===== config.mk =====
export PLATFORM = sky130hd
export DESIGN_NAME = pft_front
export DESIGN_NICKNAME = d
export VERILOG_FILES = /design/src/rtl/pft_pkg.sv /design/src/rtl/pft_front.sv
export SDC_FILE = /design/constraint.sdc
export NUM_CORES = 1
export LEC_CHECK = 0
export ABC_CLOCK_PERIOD_IN_PS = 25600
export BUFFER_PORTS_ARGS = -buffer_cell sky130_fd_sc_hd__buf_4
export CORE_MARGIN = 4
export CORE_UTILIZATION = 40
export CTS_CLUSTER_DIAMETER = 60
export DETAILED_ROUTE_END_ITERATION = 6
export GPL_ROUTABILITY_DRIVEN = 0
export PLACE_DENSITY_LB_ADDON = 0.3
export SYNTH_ARGS = -nofsm -noshare
export SYNTH_HDL_FRONTEND = slang
export SYNTH_SLANG_ARGS = --single-unit

===== constraint.sdc =====
create_clock -name i_clk -period 25.6 [get_ports i_clk]
set_input_delay 7.68 -clock i_clk [delete_from_list [all_inputs] [get_ports i_clk]]
set_output_delay 7.68 -clock i_clk [all_outputs]
set_load 0.1 [all_outputs]

===== src/rtl/pft_pkg.sv =====
// pft_pkg: types, constants and helpers for the packet flow tracker.
// Used by pft_front, pft_back and the top level; no dependencies.
`timescale 1ns / 1ps
`default_nettype none
package pft_pkg;

    localparam int FLOW_ENTRIES_DEF = 256;

    localparam logic [15:0] ETH_IPV4       = 16'h0800;
    localparam logic [7:0]  PROTO_UDP      = 8'd17;
    localparam logic [15:0] UDP_HDR_BYTES  = 16'd8;
    localparam logic [7:0]  FLAGS_PURE_ACK = 8'h10;
    localparam logic [7:0]  SAMPLE_LIMIT_RST = 8'd100;

    localparam logic [15:0] PORT_HTTP      = 16'd80;
    localparam logic [15:0] PORT_HTTP_ALT1 = 16'd8080;
    localparam logic [15:0] PORT_HTTP_ALT2 = 16'd8000;
    localparam logic [15:0] PORT_HTTP_ALT3 = 16'd8079;
    localparam logic [15:0] PORT_MYSQL     = 16'd3306;
    localparam logic [15:0] PORT_MEMCACHED = 16'd11211;

    localparam logic [1:0] SVC_UNKNOWN   = 2'd0;
    localparam logic [1:0] SVC_HTTP      = 2'd1;
    localparam logic [1:0] SVC_MYSQL     = 2'd2;
    localparam logic [1:0] SVC_MEMCACHED = 2'd3;

    // classified packet, front to back
    typedef struct packed {
        logic        ipv4;
        logic [63:0] addr_key;
        logic [31:0] port_key;
        logic [7:0]  proto;
        logic [15:0] payload;
        logic        pure_ack;
        logic [47:0] time_us;
        logic        svc_on_src;
        logic [1:0]  svc;
    } t_item;

    // per-flow counters held in the state RAM
    typedef struct packed {
        logic [31:0] bytes;
        logic [7:0]  samples;
        logic        svc_on_src;
        logic [1:0]  svc;
        logic [15:0] acks;
        logic [47:0] first_ack;
        logic [47:0] last_ack;
    } t_flow_state;

    localparam int KEY_W = 64 + 32 + 8;

    function automatic logic is_http(input logic [15:0] port);
        return (port == PORT_HTTP) || (port == PORT_HTTP_ALT1) ||
               (port == PORT_HTTP_ALT2) || (port == PORT_HTTP_ALT3);
    endfunction

    // {on_source, service}; http before mysql before memcached, destination port before source port
    function automatic logic [2:0] classify(input logic [15:0] sp, input logic [15:0] dp);
        logic [2:0] res;
        res = {1'b0, SVC_UNKNOWN};
        if (is_http(dp))                res = {1'b0, SVC_HTTP};
        else if (is_http(sp))           res = {1'b1, SVC_HTTP};
        else if (dp == PORT_MYSQL)      res = {1'b0, SVC_MYSQL};
        else if (sp == PORT_MYSQL)      res = {1'b1, SVC_MYSQL};
        else if (dp == PORT_MEMCACHED)  res = {1'b0, SVC_MEMCACHED};
        else if (sp == PORT_MEMCACHED)  res = {1'b1, SVC_MEMCACHED};
        return res;
    endfunction

endpackage
`default_nettype wire


===== src/rtl/pft_front.sv =====
// pft_front: accepts header beats, classifies them and holds them in a
// two-entry queue for the back end; also holds the sample limit register.
// Depends on pft_pkg.
`timescale 1ns / 1ps
`default_nettype none
module pft_front (
    input  wire logic          i_clk,
    input  wire logic          i_rst_n,
    input  wire logic          i_push,
    output logic               o_full,
    input  wire logic [15:0]   i_ether_type,
    input  wire logic [3:0]    i_ip_header_words,
    input  wire logic [15:0]   i_ip_total_length,
    input  wire logic [7:0]    i_ip_protocol,
    input  wire logic [31:0]   i_source_ip,
    input  wire logic [31:0]   i_dest_ip,
    input  wire logic [15:0]   i_source_port,
    input  wire logic [15:0]   i_dest_port,
    input  wire logic [3:0]    i_tcp_header_words,
    input  wire logic [7:0]    i_tcp_flags,
    input  wire logic [47:0]   i_time_us,
    input  wire logic          i_cfg_valid,
    output logic               o_cfg_ready,
    input  wire logic [7:0]    i_cfg_data,
    output logic [7:0]         o_sample_limit,
    output logic               o_q_valid,
    output pft_pkg::t_item     o_q_item,
    input  wire logic          i_q_pop
);
    import pft_pkg::*;

    t_item      n_item;
    t_item      r_q [2];
    logic       r_rd_ptr;
    logic       r_wr_ptr;
    logic [1:0] r_count;
    logic [7:0] r_sample_limit;
    logic       push_ok;
    logic [15:0] l4_len;
    logic [2:0]  svc;

    // classification of the incoming beat
    always_comb begin
        l4_len = (i_ip_protocol == PROTO_UDP) ? UDP_HDR_BYTES
                                              : {10'd0, i_tcp_header_words, 2'b00};
        svc = classify(i_source_port, i_dest_port);
        n_item.ipv4       = (i_ether_type == ETH_IPV4);
        n_item.addr_key   = {i_source_ip, i_dest_ip};
        n_item.port_key   = {i_source_port, i_dest_port};
        n_item.proto      = i_ip_protocol;
        n_item.payload    = i_ip_total_length - {10'd0, i_ip_header_words, 2'b00} - l4_len;
        n_item.pure_ack   = (i_ip_protocol != PROTO_UDP) && (i_tcp_flags == FLAGS_PURE_ACK);
        n_item.time_us    = i_time_us;
        n_item.svc_on_src = svc[2];
        n_item.svc        = svc[1:0];
    end

    assign push_ok = i_push && !o_full;

    // queue storage
    always_ff @(posedge i_clk) begin
        if (push_ok) begin
            r_q[r_wr_ptr] <= n_item;
        end
    end

    // queue pointers and config register
    always_ff @(posedge i_clk) begin
        if (!i_rst_n) begin
            r_rd_ptr       <= 1'b0;
            r_wr_ptr       <= 1'b0;
            r_count        <= 2'd0;
            r_sample_limit <= SAMPLE_LIMIT_RST;
        end else begin
            if (push_ok) r_wr_ptr <= ~r_wr_ptr;
            if (i_q_pop) r_rd_ptr <= ~r_rd_ptr;
            r_count <= r_count + {1'b0, push_ok} - {1'b0, i_q_pop};
            if (i_cfg_valid) r_sample_limit <= i_cfg_data;
        end
    end

    assign o_full         = (r_count == 2'd2);
    assign o_q_valid      = (r_count != 2'd0);
    assign o_q_item       = r_q[r_rd_ptr];
    assign o_cfg_ready    = 1'b1;
    assign o_sample_limit = r_sample_limit;
endmodule
`default_nettype wire


Word level (Yosys, flattened, before mapping)
Memory sizes are Yosys's and may differ from the RTL's. A register that Yosys moved wholly into a read port is not among the register bits.
Cells that the tools add are included.
W data, S select, Z words.
- flip-flop bits (word level): 12
- bits in latches: 0
- RAM bits: 346
- bits in read-only memories: 0
- input bits: 213
- output and inout bits: 184
- word-level logic and storage cells: 49
- memories: 1
- $add $sub $neg: 4
- $mul: 0
- divide/modulo/power cells: 0
- order comparisons: 0
- eq/ne operators: 17
- shift-type cells: 0
- mux-type cells: 11
- bitwise gates (word level): 2
- reductions and logical operators: 10
- memory list (name ; words ; width ; read ports ; clocked after Yosys merged registers in ; wr ports ; line ; text):
    r_q ; 2 ; 173 ; 1 ; 1 ; 1 ; pft_front.sv:33 ; t_item r_q [2];
- operators by type and width (kind ; count):
    $eq A16 B13 Y1 const B ; 6
    $eq A16 B12 Y1 const B ; 3
    $eq A16 B14 Y1 const B ; 2
    $eq A16 B7 Y1 const B ; 2
    $sub A16 B6 Y16 ; 2
    $mux W3 ; 6
    $eq A8 B5 Y1 const B ; 2
    $ne A8 B5 Y1 const B ; 1
    $logic_or A1 B1 Y1 ; 6
    $mux W6 ; 1
    $mux W1 ; 4
    $add A2 B1 Y2 ; 1
    $eq A2 B2 Y1 const B ; 1
    $logic_and A1 B1 Y1 ; 2
    $not A1 Y1 ; 2
    $reduce_bool A2 Y1 ; 1
    $sub A2 B1 Y2 ; 1
    $logic_not A1 Y1 ; 1

Logic depth before layout (Yosys ltp)
Gate-level depths: netlist of run 1.
- word-level depth: 7
- depth in mapped cells: 11

Worst setup path after synthesis of run 1
OpenSTA, ideal clock, no wires.
- kind: input to register
- start point: in i_push
- end point: mem r_q[0][0] in the netlist's numbering (enable)
- setup time: 709 ps
- data arrival time: 14959 ps
- data required time: 24891 ps
- slack: 9932 ps
- stages: 2
- cells stage by stage: nand2_1 nor2_1
- word-level cells in the longest chain between the ends: 3
- ends and longest elaborated chain (what ; line ; text):
    start, declared ; pft_front.sv:9 ; input wire logic i_push,
    $logic_and A1 B1 Y1 ; pft_front.sv:58 ; assign push_ok = i_push && !o_full;
    $mux W1 ; pft_front.sv:62 ; if (push_ok) begin
    $mux W1 (not written as such) ; pft_front.sv:63 ; r_q[r_wr_ptr] <= n_item;
    end, declared ; pft_front.sv:33 ;
No other way between the ends.

==> results.md, run 1 <==
* Final Hold Slack at 0.475 ns
* Filler Cells Inserted at 2769
* Library cells used by synthesis at 44
* Setup-failing EPs final at 0
* Layout cells sized above 1 at 55.2%
* Initial Util at 40.9%
* Antenna Violating Nets Remaining at 0
* CTS buffer count at 41
* CP endpoint kind: output port
* Post-cts gate resize count at 0
* Max-slew violation count at 0
* M1 WL at 11800 um
* Post-CTS setup buffers at 0
* Hold path start: o_sample_limit[2]$_SDFFE_PN1P_
* DR WL met2 at 16300 um
* Reg2Reg Depth at 5
* Initial antenna violation count at 1
* Number of core rows at 67
* Setup ws final at 14.94 ns
* Final Skew at 0.0131 ns
* Cells after Synth at 708
* Status: completed
* Fin area at 18700 um2
* Root Driver: clkbuf_16
* Fin crit share at 41.6%
* Layout Area Growth over Synthesis at 34.8%
* CP max FO at 71
* Core ar. at 33900 um2
* DR top layer: met5
* WHS Endpoint: o_sample_limit[2]$_SDFFE_PN1P_
* Asr flop ratio synth at 0%
* Final hold viol count at 0
* Avg Cell Area, Syn at 19.5 um2
* Commonest non-fill, non-tap cells in the layout: buf_4 (400), edfxtp_1 (346), mux2_2 (173)
* RSZ-0062 raised after global routing: no
* EDFF count, synth at 346
* Drt via density at 4.86
* DRT iter0 DRCs at 274
* Worst-skew pair later-pin latency at 0.51 ns
* Die Width at 194 um
* Die Y at 194 um
* Reg2Reg Setup Slack at 22.88 ns
* GR Util All Layers at 15.7%
* Die footprint at 37600 um2
* Grt total ovfl at 0
* Crit start category: register
* #FFs+latches synth at 359
* Global-route wire length before repair at 47000 um
* Commonest non-fill, non-tap cell in the layout: buf_4
* DRC Markers at 0
* Nets at 1355
* CTS sink count at 359
* Vias in the first global route at 8298
* IO Pins at 397
* Wirelength per Cell at 19.4 um
* Syn nets at 933
* Sequential cell area fraction in the yosys report at 76.9%
* Maxcap violations at 0
* Cell Area, Placed at 17300 um2
* # diodes at 0
* Synth Warn # at 0
* Hold path depth at 2
* Vias at 7818
* RR Endpoint: r_q[0][41]$_DFFE_PP_
* Hold Buf Count CTS at 0
* Pwr dens at 105 nW/um2
* Routed wire length on met3 at 2070 um
* Drt pass-1 iters at 4
* Worst EP required at 17.92 ns
* Largest net degree at the start of global routing at 137
* Reg clk slew, reported paths at 0.06 ns
* PortBufs at 395
* P_leak at 7.04 nW
* R2R Path Start: r_count[0]$_SDFF_PN0_
* Relative slew slack at 32.2%
* Final wirelength at 31200 um
* WS Path Type: reg2out
* Worst slack, placed at 14.74 ns
* Clock tree buffer depth at 3
* Hold WC Path Type: reg2reg
* WP data arrival at 2.98 ns
* Cell Area, Synth at 13800 um2
* Peak Freq at 93.8 MHz
* H-Tree Depth at 2
* Post-synth top flop: edfxtp_1
* Min Tclk post-route at 10.66 ns
* Peak supply drop at 0.0000602 V
* CTS tree: built
* Setup TNS at 0 ns
* Slew at the pin with the worst max-slew slack at 1.02 ns
* DP HPWL at 21400 um
-- power by group --
part | switching, mW | internal, mW | leakage, nW
Combinational | 0.502 | 0.143 | 3.06
Clock | 0.216 | 0.344 | 0.647
Sequential | 0.0189 | 0.738 | 3.33
-- synth_stat cells (3+ instances only) --
| cell | number | area share, % |
|---|---|---|
| dfxtp_1 | 13 | 1.9 |
| nand4_1 | 6 | 0.27 |
| and4b_1 | 4 | 0.29 |
| fa_1 | 4 | 0.58 |
| o21a_1 | 3 | 0.16 |
| xor2_1 | 5 | 0.32 |
| nor3_1 | 4 | 0.14 |
| o22ai_1 | 4 | 0.18 |
| edfxtp_1 | 346 | 75 |
| a21oi_1 | 4 | 0.14 |
| xnor2_1 | 6 | 0.38 |
| nor4_1 | 6 | 0.27 |
| nand2b_1 | 5 | 0.23 |
| nor4b_1 | 6 | 0.38 |
| and4_1 | 3 | 0.19 |
| nor4bb_1 | 8 | 0.58 |
| nand2_1 | 13 | 0.35 |
| inv_1 | 10 | 0.27 |
| nor2b_1 | 6 | 0.27 |
| and2_1 | 6 | 0.27 |
| mux2i_1 | 8 | 0.58 |
| mux2_2 | 173 | 14 |
| buf_2 | 17 | 0.61 |
| clkbuf_1 | 4 | 0.11 |
| ha_1 | 8 | 0.72 |
| nor2_1 | 11 | 0.30 |
| o21ai_0 | 4 | 0.14 |
-- critical path, cell delays in order, from the launching register on --
cell and delay, ns:
dfxtp_4 0.88, buf_4 0.86, mux2_2 0.43, buf_4 0.23
-- area by class of cell --
cell class / count / area (um2) / area share, %
sequential: 359 / 10700 / 57.1
multi-input combinational: 317 / 3060 / 16.4
timing repair buffer: 401 / 3020 / 16.2
clock buffer: 58 / 1190 / 6.40
tap: 448 / 561 / 3.00
clock inverter: 15 / 128 / 0.684
inverter: 10 / 37.5 / 0.201
-- registers in the layout (all words and copies together) (netlist names), named ones only --
signal          cells
r_q               346
o_sample_limit      8
r_count             2
r_rd_ptr            1
r_wr_ptr            1
-- logic make-up (layout without fill, tap and decap cells) --
kind of cell | count (synthesis) | count (layout) | synth area share, %
buffers and inverters | 32 | 484 | 1.05
AOI/OAI and AO/OA | 21 | 21 | 0.985
muxes | 181 | 181 | 14.7
adders and majority gates | 12 | 12 | 1.30
and+or+nand+nor | 91 | 91 | 4.34
DFF | 359 | 359 | 76.9
other | 1 | 1 | 0.0271
xor gates and xnor gates | 11 | 11 | 0.696
-- metrics by stage --
stage               util, %  total power, mW  instances
CTS                    55.1             1.99       1608
floorplan                 -             1.29        708
detailed placement     51.2             1.42       1535
global placement       51.2             1.41       1535
global route           55.1             2.04       1608
finish                 55.1             1.96       1608
-- per-layer routing --
| metal | vias up | GRT usage [%] |
|---|---|---|
| met2 | 258 | 28.3 |
| li1 | 3645 | - |
| met4 | 2 | 5.29 |
| met5 | - | 0 |
| met3 | 65 | 4.41 |
| met1 | 3848 | 17.9 |
-- worst max path at each step --
stage	to	slack [ns]	cells past startpoint
after floorplan	r_q[0][0]$_DFFE_PP_	9.93	2
after global placement	r_q[0][66]$_DFFE_PP_	14.87	12
after detailed placement	r_q[0][66]$_DFFE_PP_	14.74	12
after CTS	o_q_item[108]	14.82	3
after global routing	o_q_item[108]	14.71	3
final	o_q_item[148]	14.94	3
(Power assumes the default switching activity.)
==> inputs of run 2 (changes only) <==
Settings changed: ABC_CLOCK_PERIOD_IN_PS 25600 to 9100.
Clock period 25.6 ns to 9.1 ns, I/O delays scaled along.
==> results.md, run 2 (synthesis gave the netlist of run 1 again) <==
* Status: completed
* Fin area at 18900 um2 (+1.1%)
* CP endpoint kind: output port
* Critical path's largest stage delay at 0.53 ns (-0.35 ns)
* Number of core rows at 67 (unchanged)
* WHS Endpoint: o_sample_limit[2]$_SDFFE_PN1P_
* Worst-skew pair later-pin latency at 0.53 ns (+0.02 ns)
* Post-CTS setup buffers at 0 (unchanged)
* Fin crit share at 58.9%
* CTS tree: built
* Worst EP required at 6.37 ns (-11.55 ns)
* WP data arrival at 2.63 ns (-0.35 ns)
* Reg2Reg Depth at 5 (unchanged)
* Peak supply drop at 0.000328 V (+440%)
* Drt pass-1 iters at 4 (unchanged)
* PortBufs at 395 (unchanged)
* Largest net degree at the start of global routing at 156 (+14%)
* Combinational Power Share at 31.8% (-1.1 points)
* Relative slew slack at 22.8% (-9.4 points)
* Sw Share at 36.7% (-0.88 points)
* Max reg flops at 346 (unchanged)
* Multi-input gate area at 3060 um2 (unchanged)
* Hold path depth at 2 (unchanged)
* Maxcap violations at 0 (unchanged)
* Slowest CP cell: dfxtp_4
* Buffers & Inverters on Critical Path at 2 (unchanged)
* DP HPWL at 21000 um (-1.8%)
* Worst slack, placed at 3.25 ns (-11.49 ns)
* Reg clk slew, reported paths at 0.05 ns (about the same)
* Vias in the first global route at 8147 (-1.8%)
* Reg2Reg Setup Slack at 6.35 ns (-16.53 ns)
* RR Endpoint: r_q[0][2]$_DFFE_PP_
* Post-cts gate resize count at 0 (unchanged)
* Sequential Power Share at 37.0% (-1.6 points)
* Vias at 7850 (+0.41%)
* Drt via density at 4.87 (about the same)
* H-Tree Depth at 2 (unchanged)
* Max-slew violation count at 0 (unchanged)
* Commonest non-fill, non-tap cells in the layout: buf_4 (398), edfxtp_1 (346), mux2_2 (173)
* Filler Cells Inserted at 2722 (-1.7%)
* Die footprint at 37600 um2 (unchanged)
* Cell Area, Placed at 17300 um2 (about the same)
* Core ar. at 33900 um2 (unchanged)
* Setup-failing EPs final at 0 (unchanged)
* Nets at 1355 (unchanged)
* Fin util at 55.7% (+0.60 points)
* Slew at the pin with the worst max-slew slack at 1.16 ns (+0.141 ns)
* Clock tree buffer depth at 3 (unchanged)
* Hold Buf Count CTS at 0 (unchanged)
* Wirelength per Cell at 19.5 um (+0.67%)
* Crit-path leading delay family: buffers and inverters
* Initial antenna violation count at 4 (+3)
* Biggest register: r_q
* Internal power at 3.64 mW (+200%)
* Placed cell count at 1534 (-0.065%)
* Clock Power Share at 31.2% (+2.6 points)
* Pwr dens at 305 nW/um2 (+190%)
* Layout cells sized above 1 at 55.8% (+0.63 points)
* RSZ-0062 raised after global routing: no
* Final Skew at 0.0149 ns (+0.00183 ns)
* Root Driver: clkbuf_16
* Final hold viol count at 0 (unchanged)
* R2R Path Start: r_count[0]$_SDFF_PN0_
* GR Util All Layers at 15.9% (+0.23 points)
* Setup ws final at 3.74 ns (-11.20 ns)
* Register area at 10700 um2 (unchanged)
* IO Pins at 397 (unchanged)
* Net Sw Power at 2.11 mW (+190%)
* Crit start category: register
* Setup TNS at 0 ns (unchanged)
* Grt total ovfl at 0 (unchanged)
* Die Width at 194 um (unchanged)
* DRT iter0 DRCs at 286 (+4.4%)
* Die Y at 194 um (unchanged)
* CTS sink count at 359 (unchanged)
* CTS buffer count at 42 (+2.4%)
* Hold WC Path Type: reg2reg
* WS Path Type: reg2out
* Initial Util at 40.9% (unchanged)
* Layout Area Growth over Synthesis at 36.2%
* P_leak at 7.14 nW (+1.3%)
* Cells along the critical path: buf_12 -> mux2_2 -> buf_4
* Cell Count, Final, Fillers Out at 1613 (+0.31%)
* Global-route wire length before repair at 47200 um (+0.29%)
* Final wirelength at 31500 um (+0.98%)
* DRC Markers at 0 (unchanged)
* CP max FO at 155 (+120%)
* Peak Freq at 187 MHz
* Hold path start: o_sample_limit[2]$_SDFFE_PN1P_
* Commonest non-fill, non-tap cell in the layout: buf_4
* Antenna Violating Nets Remaining at 0 (unchanged)
* Min Tclk post-route at 5.36 ns
-- run 2: worst min-delay path, stage by stage, from the launching register on --
cell and delay [ns]:
dfxtp_1 0.33, mux2i_1 0.07, nand2_1 0.06
-- run 2: how the worst max path moves through the flow --
stage	to	slack, ns	depth (start not counted)
2_1_floorplan	r_q[0][0]$_DFFE_PP_	1.32	2
3_3_place_gp	r_q[0][66]$_DFFE_PP_	3.33	12
3_5_place_dp	r_q[0][66]$_DFFE_PP_	3.25	12
4_1_cts	o_q_item[119]	3.78	3
5_1_grt	r_q[0][66]$_DFFE_PP_	3.61	12
6_report	o_q_item[36]	3.74	3
-- run 2: power by group through the flow --
stage	clock network, mW	logic [mW]	registers (mW)
CTS	1.84	1.84	2.13
detailed placement	0	1.84	2.16
global route	1.92	1.88	2.14
global placement	0	1.83	2.15
floorplan	0	1.42	2.19
finish	1.79	1.82	2.12
-- run 2: stage by stage --
step           total power, mW  hold WS, ns
3_3_place_gp              3.98        0.460
6_report                  5.74        0.480
3_5_place_dp              4.00        0.467
5_1_grt                   5.94        0.538
2_1_floorplan             3.61        0.555
4_1_cts                   5.81        0.486
-- run 2: layout make-up --
class,count,share of cell area [%]
inverters,10,0.199
well taps,448,2.97
multi-input cells,317,16.2
clock inverters,26,1.94
repair buffers,400,16.1
diodes,2,0.0265
flip-flops and latches,359,56.5
clock buffers,51,6.09
-- run 2: metal layers --
metal / wire, um / GRT usage, % / vias up
li1: - / - / 3644
met1: 12100 / 18.7 / 3874
met2: 16100 / 27.5 / 264
met3: 2180 / 4.71 / 64
met4: 1080 / 6.28 / 4
met5: 34 / 0 / -
==> inputs of run 3 (changes only) <==
Settings changed: ABC_CLOCK_PERIOD_IN_PS 9100 to 5400.
Clock period 9.1 ns to 5.4 ns, I/O delays scaled along.
==> results.md, run 3 (synthesis gave the netlist of run 1 again) <==
* Status: completed
* Peak Freq at 233 MHz
* Reg clk slew, reported paths at 0.05 ns (about the same)
* Hold path depth at 2 (unchanged)
* Slew at the pin with the worst max-slew slack at 1.06 ns (-0.0982 ns)
* Peak supply drop at 0.000295 V (-10%)
* Worst EP required at 5.63 ns (-0.74 ns)
* Max-slew violation count at 0 (unchanged)
* Max reg flops at 346 (unchanged)
* Pwr dens at 491 nW/um2 (+61%)
* Filler Cells Inserted at 2753 (+1.1%)
* Final hold viol count at 0 (unchanged)
* GR Util All Layers at 16.0% (+0.041 points)
* H-Tree Depth at 2 (unchanged)
* Layout cells sized above 1 at 55.6% (-0.17 points)
* P_leak at 7.04 nW (-1.3%)
* Multi-input gate area at 3060 um2 (unchanged)
* Fin crit share at 79.6%
* Final Skew at 0.0107 ns (-0.00422 ns)
* Initial Util at 40.9% (unchanged)
* Largest net degree at the start of global routing at 107 (-31%)
* DP HPWL at 22300 um (+6.0%)
* R2R Path Start: r_count[0]$_SDFF_PN0_
* Critical Path Source: i_ip_protocol[5]
* WS Path Type: in2reg
* CTS sink count at 359 (unchanged)
* Initial antenna violation count at 3 (-1)
* Vias at 7870 (+0.25%)
* Relative slew slack at 29.1% (+6.4 points)
* Die Width at 194 um (unchanged)
* Antenna Violating Nets Remaining at 0 (unchanged)
* Die footprint at 37600 um2 (unchanged)
* Crit start category: input port
* Layout Area Growth over Synthesis at 34.6%
* CP endpoint kind: register
* CP max FO at 8 (-95%)
* Setup TNS at 0 ns (unchanged)
* CTS tree: built
* Die Y at 194 um (unchanged)
* Reg2Reg Depth at 4 (-1)
* IO Pins at 397 (unchanged)
* Setup-failing EPs final at 0 (unchanged)
* Root Driver: clkbuf_16
* Global-route wire length before repair at 47600 um (+0.89%)
* Hold WC Path Type: reg2reg
* Grt total ovfl at 0 (unchanged)
* Drt via density at 4.88 (+0.25%)
* Hold path start: o_sample_limit[5]$_SDFFE_PN1P_
* CTS buffer count at 39 (-7.1%)
* Wirelength per Cell at 19.6 um (+0.22%)
* Worst-skew pair later-pin latency at 0.52 ns (about the same)
* Biggest register: r_q
* Post-CTS setup buffers at 0 (unchanged)
* Min Tclk post-route at 4.30 ns
* Maxcap violations at 0 (unchanged)
* Clock tree buffer depth at 3 (unchanged)
* Vias in the first global route at 8396 (+3.1%)
* PortBufs at 395 (unchanged)
* Commonest non-fill, non-tap cell in the layout: buf_4
* Post-cts gate resize count at 0 (unchanged)
* DRC Markers at 0 (unchanged)
* WP data arrival at 4.53 ns (+1.90 ns)
* Commonest non-fill, non-tap cells in the layout: buf_4 (404), edfxtp_1 (346), mux2_2 (173)
* Final Hold Slack at 0.474 ns (-0.00553 ns)
* Fin util at 55.0% (-0.67 points)
* Hold Buf Count CTS at 0 (unchanged)
* Number of core rows at 67 (unchanged)
* Final wirelength at 31600 um (+0.22%)
* Core ar. at 33900 um2 (unchanged)
* Drt pass-1 iters at 4 (unchanged)
* Register area at 10700 um2 (unchanged)
* RSZ-0062 raised after global routing: no
* Nets at 1360 (+0.37%)
* DRT iter0 DRCs at 312 (+9.1%)
run 3: critical path, stage by stage:
cell and delay [ns]:
buf_4 0.12, nor4b_1 0.52, nand2_1 0.25, and2_1 0.24
fa_1 0.35, inv_1 0.07, ha_1 0.25, o21a_1 0.24
o211ai_2 0.22, nand3_4 0.16, o41ai_1 0.32, o21ai_0 0.17
run 3: metrics by stage:
stage | setup slack [ns] | total power, mW | cell area [um2] | instances
final | 1.10 | 9.14 | 18600 | 1613
after global routing | 0.902 | 9.49 | 18600 | 1613
after CTS | 1.10 | 9.26 | 18600 | 1611
after detailed placement | 0.552 | 6.77 | 17400 | 1542
after global placement | 0.704 | 6.74 | 17400 | 1542
after floorplan | 0.686 | 6.05 | 13800 | 708
run 3: final cells by class:
class | count | area share (%)
tap | 448 | 3.01
sequential | 359 | 57.2
clock inverter | 21 | 0.766
inverter | 10 | 0.201
timing repair buffer | 408 | 16.7
clock buffer | 48 | 5.69
antenna | 2 | 0.0269
multi-input combinational | 317 | 16.4
run 3: layer usage:
metal	wire length [um]	GRT usage [%]	vias up	part of all wire, %
met5	13	0	-	0.041
met4	1220	6.35	2	3.8
met1	12000	18.3	3874	38
li1	-	-	3659	-
met2	16200	28.3	263	51
met3	2140	4.36	72	6.8
run 3: report_power, final:
part	internal, mW	switching [mW]	leakage, nW
clock	1.44	1.02	0.598
sequential	3.49	0.0755	3.33
combinational	0.700	2.41	3.11
run 3: path summary, 6_finish.rpt:
| kind | slack, ns | to |
|---|---|---|
| max | 1.10 | r_q[0][66]$_DFFE_PP_ |
| min | 0.47 | o_sample_limit[5]$_SDFFE_PN1P_ |
| max reg2reg | 3.20 | r_q[0][12]$_DFFE_PP_ |
| min reg2reg | 0.47 | o_sample_limit[5]$_SDFFE_PN1P_ |
